**src/c8_pkg.sv**
```systemverilog
`default_nettype none
package c8_pkg;
  // Item operations.
  localparam logic [1:0] OP_WRITE = 2'd0;
  localparam logic [1:0] OP_EXEC  = 2'd1;
  localparam logic [1:0] OP_PIXEL = 2'd2;
  localparam logic [1:0] OP_READ  = 2'd3;

  localparam logic [11:0] PC_RESET = 12'h200;
  localparam int unsigned SCREEN_PIXELS = 2048;
  localparam int unsigned PIXEL_BITS = 11;
  localparam int unsigned MEM_BITS = 12;

  // ALU function codes for the shared unit.
  localparam logic [2:0] ALU_MOV = 3'd0;
  localparam logic [2:0] ALU_OR  = 3'd1;
  localparam logic [2:0] ALU_AND = 3'd2;
  localparam logic [2:0] ALU_XOR = 3'd3;
  localparam logic [2:0] ALU_ADD = 3'd4;
  localparam logic [2:0] ALU_SUB = 3'd5;
  localparam logic [2:0] ALU_SHR = 3'd6;

  typedef struct packed {
    logic [7:0] result;
    logic       flag;
  } alu_out_t;
endpackage
`default_nettype wire

```
**src/c8_alu.sv**
```systemverilog
`default_nettype none
module c8_alu (
  input  wire [2:0]         func,
  input  wire [7:0]         a,
  input  wire [7:0]         b,
  output c8_pkg::alu_out_t  y
);
  logic [8:0] sum;
  // Shared 8-bit arithmetic unit for ALU ops and immediate adds.
  always_comb begin
    sum = 9'd0;
    y.result = 8'd0;
    y.flag = 1'b0;
    case (func)
      c8_pkg::ALU_MOV: y.result = b;
      c8_pkg::ALU_OR:  y.result = a | b;
      c8_pkg::ALU_AND: y.result = a & b;
      c8_pkg::ALU_XOR: y.result = a ^ b;
      c8_pkg::ALU_ADD: begin
        sum = {1'b0, a} + {1'b0, b};
        y.result = sum[7:0];
        y.flag = sum[8];
      end
      c8_pkg::ALU_SUB: begin
        sum = {1'b0, a} - {1'b0, b};
        y.result = sum[7:0];
        y.flag = ~sum[8];
      end
      c8_pkg::ALU_SHR: begin
        y.result = {1'b0, a[7:1]};
        y.flag = a[0];
      end
      default: y.result = 8'd0;
    endcase
  end
endmodule
`default_nettype wire

```
**config.mk**
```make
export PLATFORM = sky130hd
export DESIGN_NAME = c8_alu
export DESIGN_NICKNAME = d
export VERILOG_FILES = /design/src/c8_pkg.sv /design/src/c8_alu.sv
export SDC_FILE = /design/constraint.sdc
export NUM_CORES = 1
export LEC_CHECK = 0
export ABC_AREA = 1
export BUFFER_PORTS_ARGS = -buffer_cell sky130_fd_sc_hd__buf_2
export CORE_UTILIZATION = 25
export DETAILED_ROUTE_END_ITERATION = 10
export GPL_TIMING_DRIVEN = 0
export PLACE_DENSITY_LB_ADDON = 0.1
export SLEW_MARGIN = 25
export SYNTH_ARGS = -nofsm -noshare
export SYNTH_HDL_FRONTEND = slang
export SYNTH_SLANG_ARGS = --single-unit
```
**constraint.sdc**
```tcl
create_clock -name vclk -period 2.12
set_input_delay 0.212 -clock vclk [all_inputs]
set_output_delay 0.212 -clock vclk [all_outputs]
set_load 0.01 [all_outputs]
```
==> impl_metrics.csv, run 1 <==
group,metric,value,unit
job,cap_violations,0,
critical_path,critPathKind,"primary input to output pin",
run_status,outcome,"finished, final reports clean",
timing,min_period_over_period,92.1,%
critical_path,required,1.91,ns
placed_design,numPortBuffers,27,
timing,fin_setup_tns,0,ns
grt,grt_pass1_vias,1378,
critical_path,arrival,1.74,ns
timing,rsz0062_at_grt,"no",
critical_path,cp-start-kind,"primary input",
detailed_routing,routed_wl,4010,um
placed_design,dp.cells,329,
placed_design,place.gp.congestion,0.865,
critical_path,crit_path_max_fanout,3,
placed_design,dpl.hpwl,3420,um
yosys,ys_seq_area_share,0,%
timing,tightestPinTransition,0.462,ns
detailed_routing,dr.pass1.iters,4,
grt,overflow,0,
detailed_routing,drt_iter0_markers,116,
yosys,yosysTopAreaCell,"ha_1",
layout,final_nets,308,
layout,syn_to_final_growth,17.3,%
layout,register_area,0,um^2
detailed_routing,ant_nets,0,
power,leakage,0.890,nW
critical_path,cp-end-kind,"output pin",
power,power.density,220,nW/um^2
grt,antenna_found_initial,0,
floorplan,die_area,5560,um^2
yosys,synthTopCellsByArea,"ha_1, nand2_1, inv_1",
timing,hold_viol_final,0,
yosys,postSynthAreaPerCell,5.67,um^2
placed_design,place_ws,0.164,ns
yosys,synth.distinct_cells,27,
grt,grtUsageTotal,15.5,%
yosys,synth_area,1320,um^2
detailed_routing,routed_via_density,4.58,
floorplan,core_area,5070,um^2
floorplan,die_h,74.6,um
power,peakVddDrop,0.0781,mV
min_path,hold_path.class,"primary input to output pin",
timing,fmax,512,MHz
floorplan,ios,28,
floorplan,row_count,26,
yosys,synthCells,232,
layout,seq_cell_count,0,
yosys,synth_warnings,0,
floorplan,die_w,74.6,um
timing,post-route-min-period,1.95,ns
floorplan,initial_utilization,25.9,%
layout,num_antenna_cells,0,
timing,worst_slack,0.168,ns
yosys,synth_commonest_cells,"nand2_1, inv_1, nand3_1",
yosys,synth_top_cell_area_share,24.7,%
cts,cts_setup_buffers,0,
timing,hold_slack,0.750,ns
layout,clkbuf_count,0,
yosys,synth_most_common_cell,"nand2_1",
detailed_routing,vias,1507,
timing,slew_viol_final,0,
detailed_routing,wl_per_cell,12.2,um
power,power.total,0.000339,W
timing,setup_viol,0,
timing,slew_headroom,69.1,%
layout,layout-drive-gt1-share,17.4,%
grt,grt_max_degree,11,
yosys,synth_fp_nets,279,
layout,fin_cells,329,
grt,grt_pass1_wl,6610,um
detailed_routing,drcViolationCount,0,
[critical path, stage by stage]
cell,delay (ns)
buf_2,0.09
inv_1,0.08
ha_1,0.25
fa_1,0.42
inv_1,0.09
nand3_1,0.10
nand3_1,0.12
nand2_1,0.06
nand3_1,0.06
nand2_1,0.05
nand3_1,0.08
buf_2,0.13
[cell families after synthesis]
family	Yosys count	share of synthesized area, %
and+or+nand+nor	118	41.1
adders and majority gates	28	27.8
AOI/OAI and AO/OA	32	14.4
xor gates and xnor gates	1	0.666
buffers and inverters	53	16.2
[worst paths after layout]
| kind | startpoint | endpoint | slack, ns | depth (start not counted) |
|---|---|---|---|---|
| setup / recovery | a[0] | y[7] | 0.17 | 12 |
| hold / removal | b[2] | y[3] | 0.75 | 4 |
[routing by layer]
layer  vias to the layer above  track usage [%]  routed length, um
li1                        808                -                  -
met1                       668             23.6               2060
met2                        29             25.1               1770
met3                         2            0.136                142
met4                         0             1.26                 31
met5                         -                0                  0
[power by group]
| group | switching [W] | total, W | internal [W] |
|---|---|---|---|
| clock | 0 | 0 | 0 |
| combinational | 0.000214 | 0.000339 | 0.000125 |
| sequential | 0 | 0 | 0 |
[per-stage QoR]
step / util (%) / cell area [um^2]
after floorplan: - / 1320
after global placement: 30.3 / 1540
after detailed placement: 30.3 / 1540
after CTS: 30.3 / 1540
after global routing: 30.4 / 1540
final: 30.4 / 1540
[cell usage in the layout (no fill, tap or decap), types with 2 or more instances in the layout]
| cell | synthesis | final |
|---|---|---|
| a21oi_1 | 10 | 10 |
| and2_1 | 2 | 2 |
| buf_2 | 2 | 29 |
| ha_1 | 26 | 25 |
| inv_1 | 45 | 45 |
| inv_2 | 4 | 4 |
| nand2_1 | 51 | 51 |
| nand2_2 | 3 | 3 |
| nand3_1 | 30 | 30 |
| nand4_1 | 8 | 8 |
| nor2_1 | 17 | 17 |
| nor2_2 | 2 | 2 |
| o21ai_0 | 9 | 9 |
| o22ai_1 | 9 | 9 |
[repair_timing]
action / CTS / global route
gates resized for setup: 0 / 2
setup endpoints to repair: 0 / 2
hold buffers: 0 / 0
[layout make-up]
class	instances	area, um^2
timing repair buffer	27	135
tap	70	87.6
multi-input combinational	179	1110
buffer	4	28.8
fill	632	3530
inverter	49	184
Note: power is estimated with default switching activity, not from simulation.
==> run 2, diff against run 1 <==
- ABC_AREA: 1 -> not set
- CORE_UTILIZATION: 25 -> 50
- GPL_TIMING_DRIVEN: 0 -> not set
==> run 2 against run 1 <==
Net effect: cell area grew 11%; combinational power grew 27%; core utilization grew 46 points; critical path depth shrank 2; sequential share of layout area is the same; largest cell class unchanged; the run now ends with negative setup slack left; die area shrank 52%; wire length shrank 8.9%; flip-flop and latch count is the same; synthesized cell count shrank 25%; area after synthesis shrank 6.7%; via count shrank 5.2%.
==> impl_metrics.csv, run 2 <==
group,metric,value,unit
run_status,outcome,"complete, but fails checks",
run_status,violations,"negative setup slack",
power,power.density,249,nW/um^2
layout,num_antenna_cells,0,
layout,fin_cells,247,
timing,setup_viol,1,
critical_path,required,1.91,ns
grt,antenna_found_initial,0,
timing,fin_setup_tns,-0.0193,ns
detailed_routing,drt_iter0_markers,35,
cts,cts_hold_buffers,0,
yosys,synth_simple_gate_area_share,14.0,%
critical_path,crit_family,"compound AO/OA/AOI/OAI gates",
timing,worst_slack,-0.0193,ns
detailed_routing,routed_via_density,5.78,
critical_path,crit_chain,"buf_2 -> inv_1 -> ha_4 -> nor2b_1 -> o21a_1 -> o31a_1 -> o31ai_2 -> xnor2_1 -> o21ai_1 -> buf_2",
timing,rsz0062_at_grt,"yes",
yosys,synth_top_family_by_area,"compound AO/OA/AOI/OAI gates",
timing,post-route-min-period,2.14,ns
layout,seq_cell_count,0,
layout,register_area,0,um^2
critical_path,critPathKind,"primary input to output pin",
timing,hold_viol_final,0,
timing,fmax,467,MHz
floorplan,ios,28,
critical_path,crit_top_cell,"buf_2",
layout,final_nets,268,
yosys,synth_fp_nets,221,
placed_design,place.gp.congestion,0.879,
min_path,hold_path.class,"primary input to output pin",
critical_path,crit_slowest_cell,"o31a_1",
placed_design,numPortBuffers,28,
layout,multi_input_area,1220,um^2
layout,n_fill_cell,176,
grt,grtUsageTotal,27.7,%
yosys,synth_area,1230,um^2
power,peakVddDrop,0.157,mV
timing,slew_viol_final,0,
yosys,synth_top_cell_area_share,26.5,%
grt,grt_pass1_vias,1340,
detailed_routing,dr.pass1.iters,4,
floorplan,row_count,17,
power,leakage,0.856,nW
yosys,synth_warnings,0,
yosys,synth_fa_ha_area_share,29.7,%
floorplan,die_h,51.6,um
layout,syn_to_final_growth,39.9,%
detailed_routing,vias,1428,
yosys,synth_xor_area_share,4.28,%
timing,min_period_over_period,101,%
critical_path,path_buf_inv,3,
yosys,postSynthAreaPerCell,7.06,um^2
yosys,ys_seq_area_share,0,%
grt,grt_max_degree,27,
layout,clkbuf_count,0,
yosys,synthCells,174,
grt,grt_pass1_wl,5800,um
timing,slew_headroom,70.6,%
detailed_routing,ant_nets,0,
floorplan,core_area,2250,um^2
layout,final_cell_mix,"buf_2, buf_4, inv_1",
placed_design,dp.cells,246,
floorplan,initial_utilization,54.5,%
floorplan,die_w,51.6,um
layout,layout-drive-gt1-share,39.7,%
placed_design,dpl.hpwl,2720,um
detailed_routing,wl_per_cell,14.8,um
yosys,synth_commonest_cells,"ha_1, inv_1, nor2_1",
job,cap_violations,0,
critical_path,cp-end-kind,"output pin",
detailed_routing,drcViolationCount,0,
critical_path,crit_path_max_fanout,4,
detailed_routing,routed_wl,3660,um
critical_path,arrival,1.93,ns
grt,overflow,0,
yosys,synth.distinct_cells,40,
yosys,yosysTopAreaCell,"ha_1",
yosys,synthTopCellsByArea,"ha_1, inv_1, nor2_1",
critical_path,crit_path_max_incr_delay,0.31,ns
yosys,synth_most_common_cell,"ha_1",
yosys,synth_compound_area_share,29.7,%
yosys,synth.mux.area_fraction,10.5,%
critical_path,cp-start-kind,"primary input",
floorplan,die_area,2660,um^2
timing,tightestPinTransition,0.439,ns
## run 2: cell count changes after synthesis, sizes merged, moves of 5 or more
cell | previous run | this run
nand2 | 54 | 9
nand3 | 30 | 3
inv | 49 | 26
o22ai | 9 | 0
nand4 | 8 | 0
a22oi | 0 | 5
mux2 | 0 | 5
mux2i | 0 | 5
## run 2: per-stage QoR
step	power [W]	utilization, %	hold WS, ns	worst slack (ns)	area (um^2)
6_report	0.000429	76.2	0.911	-0.0193	1720
5_1_grt	0.000467	76.2	0.928	-0.0872	1720
4_1_cts	0.000384	70.8	0.920	0.0147	1600
3_5_place_dp	0.000368	68.8	0.921	-0.0380	1550
3_3_place_gp	0.000356	68.8	0.876	-0.00368	1550
2_1_floorplan	0.000229	-	0.578	0.195	1230
## run 2: area by class of cell
class / instances / area share, %
multi-input combinational: 138 / 70.9
inverter: 26 / 5.97
timing repair buffer: 55 / 21.1
tap: 28 / 2.04
## run 2: path summary, 6_finish.rpt
check / startpoint / to / slack, ns / cells after the start
hold / removal: a[0] / y[0] / 0.91 / 5
setup / recovery: a[2] / y[7] / -0.02 / 10
## run 2: layer usage
layer	track usage, %	routed length, um
met5	0	0
met4	10.4	83
met3	0.585	214
met2	48.5	1840
met1	35.9	1510
## run 2: where the power goes
part           switching [W]  leakage [nW]  total, W  internal, W
Combinational       0.000222         0.856  0.000429     0.000207
Clock                      0             0         0            0
Sequential                 0             0         0            0
## run 2: kinds of logic after synthesis
logic type | count (synthesis)
adder cells (fa/ha/maj) | 28
multiplexers | 11
buffers and inverters | 36
XOR/XNOR | 6
AO/OA/AOI/OAI | 54
AND/OR/NAND/NOR | 39
## run 2: repair_timing
item | in CTS | in global routing
pin swaps | 1 | 16
endpoints found under the setup margin | 3 | 5
setup buffers | 0 | 1
gates resized for setup | 5 | 31
gates cloned | 0 | 0
==> run 3, diff against run 2 <==
- ABC_CLOCK_PERIOD_IN_PS: not set -> 2120
- PLACE_DENSITY: not set -> 0.75
- PLACE_DENSITY_LB_ADDON: 0.1 -> not set
- RECOVER_POWER: not set -> 100
==> run 3 against run 2 <==
Net effect: the flow still finishes with violations (negative setup slack); flip-flop and latch count unchanged; setup slack got worse by 0.039 ns; critical path depth is the same; critical endpoint is now y[8].
==> impl_metrics.csv, run 3 (synthesized netlist as in run 2, its figures left out) <==
group,metric,value,unit
detailed_routing,drcViolationCount,0,
timing,slew_headroom,71.8,%
detailed_routing,wl_per_cell,15.7,um
layout,final_cell_mix,"buf_4, buf_2, ha_1",
critical_path,crit_path_max_incr_delay,0.36,ns
cts,cts_hold_buffers,0,
min_path,whs_endpoint,"y[7]",
detailed_routing,routed_via_density,5.86,
critical_path,crit_family,"compound AO/OA/AOI/OAI gates",
timing,tightestPinTransition,0.424,ns
run_status,outcome,"complete, but fails checks",
layout,n_fill_cell,169,
power,leakage,0.834,nW
placed_design,dpl.hpwl,2780,um
layout,layout_commonest_cell,"buf_4",
detailed_routing,drt_iter0_markers,45,
min_path,hold_start,"b[6]",
floorplan,initial_utilization,54.5,%
grt,grt_max_degree,27,
layout,syn_to_final_growth,38.6,%
critical_path,crit_top_cell,"buf_2",
layout,register_area,0,um^2
layout,seq_cell_count,0,
detailed_routing,routed_wl,3870,um
min_path,whs_path_depth,6,
timing,hold_viol_final,0,
critical_path,critPathKind,"primary input to output pin",
timing,worst_slack,-0.0581,ns
critical_path,cp-start-kind,"primary input",
power,peakVddDrop,0.157,mV
floorplan,die_area,2660,um^2
critical_path,required,1.91,ns
floorplan,core_area,2250,um^2
run_status,violations,"negative setup slack",
timing,fmax,459,MHz
layout,clkbuf_count,0,
floorplan,row_count,17,
timing,hold_slack,0.942,ns
layout,multi_input_area,1210,um^2
critical_path,arrival,1.97,ns
detailed_routing,ant_nets,0,
layout,layout-drive-gt1-share,39.0,%
timing,fin_setup_tns,-0.142,ns
critical_path,path_buf_inv,3,
floorplan,die_h,51.6,um
floorplan,ios,28,
timing,rsz0062_at_grt,"yes",
layout,final_nets,267,
min_path,hold_path.class,"primary input to output pin",
grt,grt_pass1_vias,1414,
critical_path,crit_chain,"buf_2 -> inv_2 -> ha_4 -> nand2_1 -> o21ai_1 -> nand2_2 -> o31ai_4 -> xor2_1 -> a221o_1 -> buf_2",
timing,min_period_over_period,103,%
timing,setup_viol,3,
timing,slew_viol_final,0,
detailed_routing,dr.pass1.iters,4,
grt,overflow,0,
timing,post-route-min-period,2.18,ns
critical_path,cp-end-kind,"output pin",
floorplan,die_w,51.6,um
layout,num_antenna_cells,0,
detailed_routing,vias,1442,
grt,antenna_found_initial,0,
placed_design,numPortBuffers,28,
critical_path,crit_slowest_cell,"a221o_1",
critical_path,crit_path_max_fanout,6,
placed_design,place.gp.congestion,0.874,
job,cap_violations,0,
power,power.density,251,nW/um^2
grt,grt_pass1_wl,6040,um
grt,grtUsageTotal,28.9,%
-- run 3: cell count changes in the layout (fill, tap and decap cells not counted), sizes merged --
cell	previous run	this run
buf	55	49
clkbuf	0	5
-- run 3: how the worst max path moves through the flow --
stage | start | endpoint | slack (ns) | cells after the start
floorplan | b[5] | y[8] | 0.20 | 8
global placement | b[5] | y[8] | -0.003 | 10
detailed placement | a[3] | y[8] | -0.21 | 10
CTS | a[1] | y[8] | 0.003 | 10
global route | b[0] | y[7] | -0.18 | 11
finish | a[3] | y[8] | -0.06 | 10
-- run 3: area by class of cell --
class	count	share of cell area (%)
multi-input combinational	138	70.9
timing repair buffer	54	21.3
inverter	26	5.73
tap	28	2.06
-- run 3: layer usage --
metal	global-route usage (%)	vias up	part of all wire, %
met5	0	-	0
met4	5.41	0	1.3
met3	0.877	7	4.5
met2	55.8	60	52
met1	35.0	675	42
li1	-	700	-
-- run 3: power breakdown --
group / internal (W) / total (W) / switching, W / leakage, nW
Combinational: 0.000200 / 0.000428 / 0.000227 / 0.834
Sequential: 0 / 0 / 0 / 0
Clock: 0 / 0 / 0 / 0
Total: 0.000200 / 0.000428 / 0.000227 / 0.834
-- run 3: repair_timing --
item | 4_1_cts | 5_1_grt
pin swaps | 6 | 12
endpoints found under the setup margin | 4 | 4
setup buffers | 0 | 2
gates resized for setup | 12 | 26
hold endpoints to repair | 0 | 0
-- run 3: stage by stage --
step | utilization [%] | setup WS [ns] | area, um^2 | total power, W | instances
floorplan | - | 0.195 | 1230 | 0.000229 | 174
global placement | 68.7 | -0.00325 | 1550 | 0.000350 | 244
detailed placement | 68.7 | -0.211 | 1550 | 0.000367 | 244
CTS | 71.6 | 0.00343 | 1620 | 0.000389 | 244
global route | 75.5 | -0.182 | 1700 | 0.000462 | 246
finish | 75.5 | -0.0581 | 1700 | 0.000428 | 246
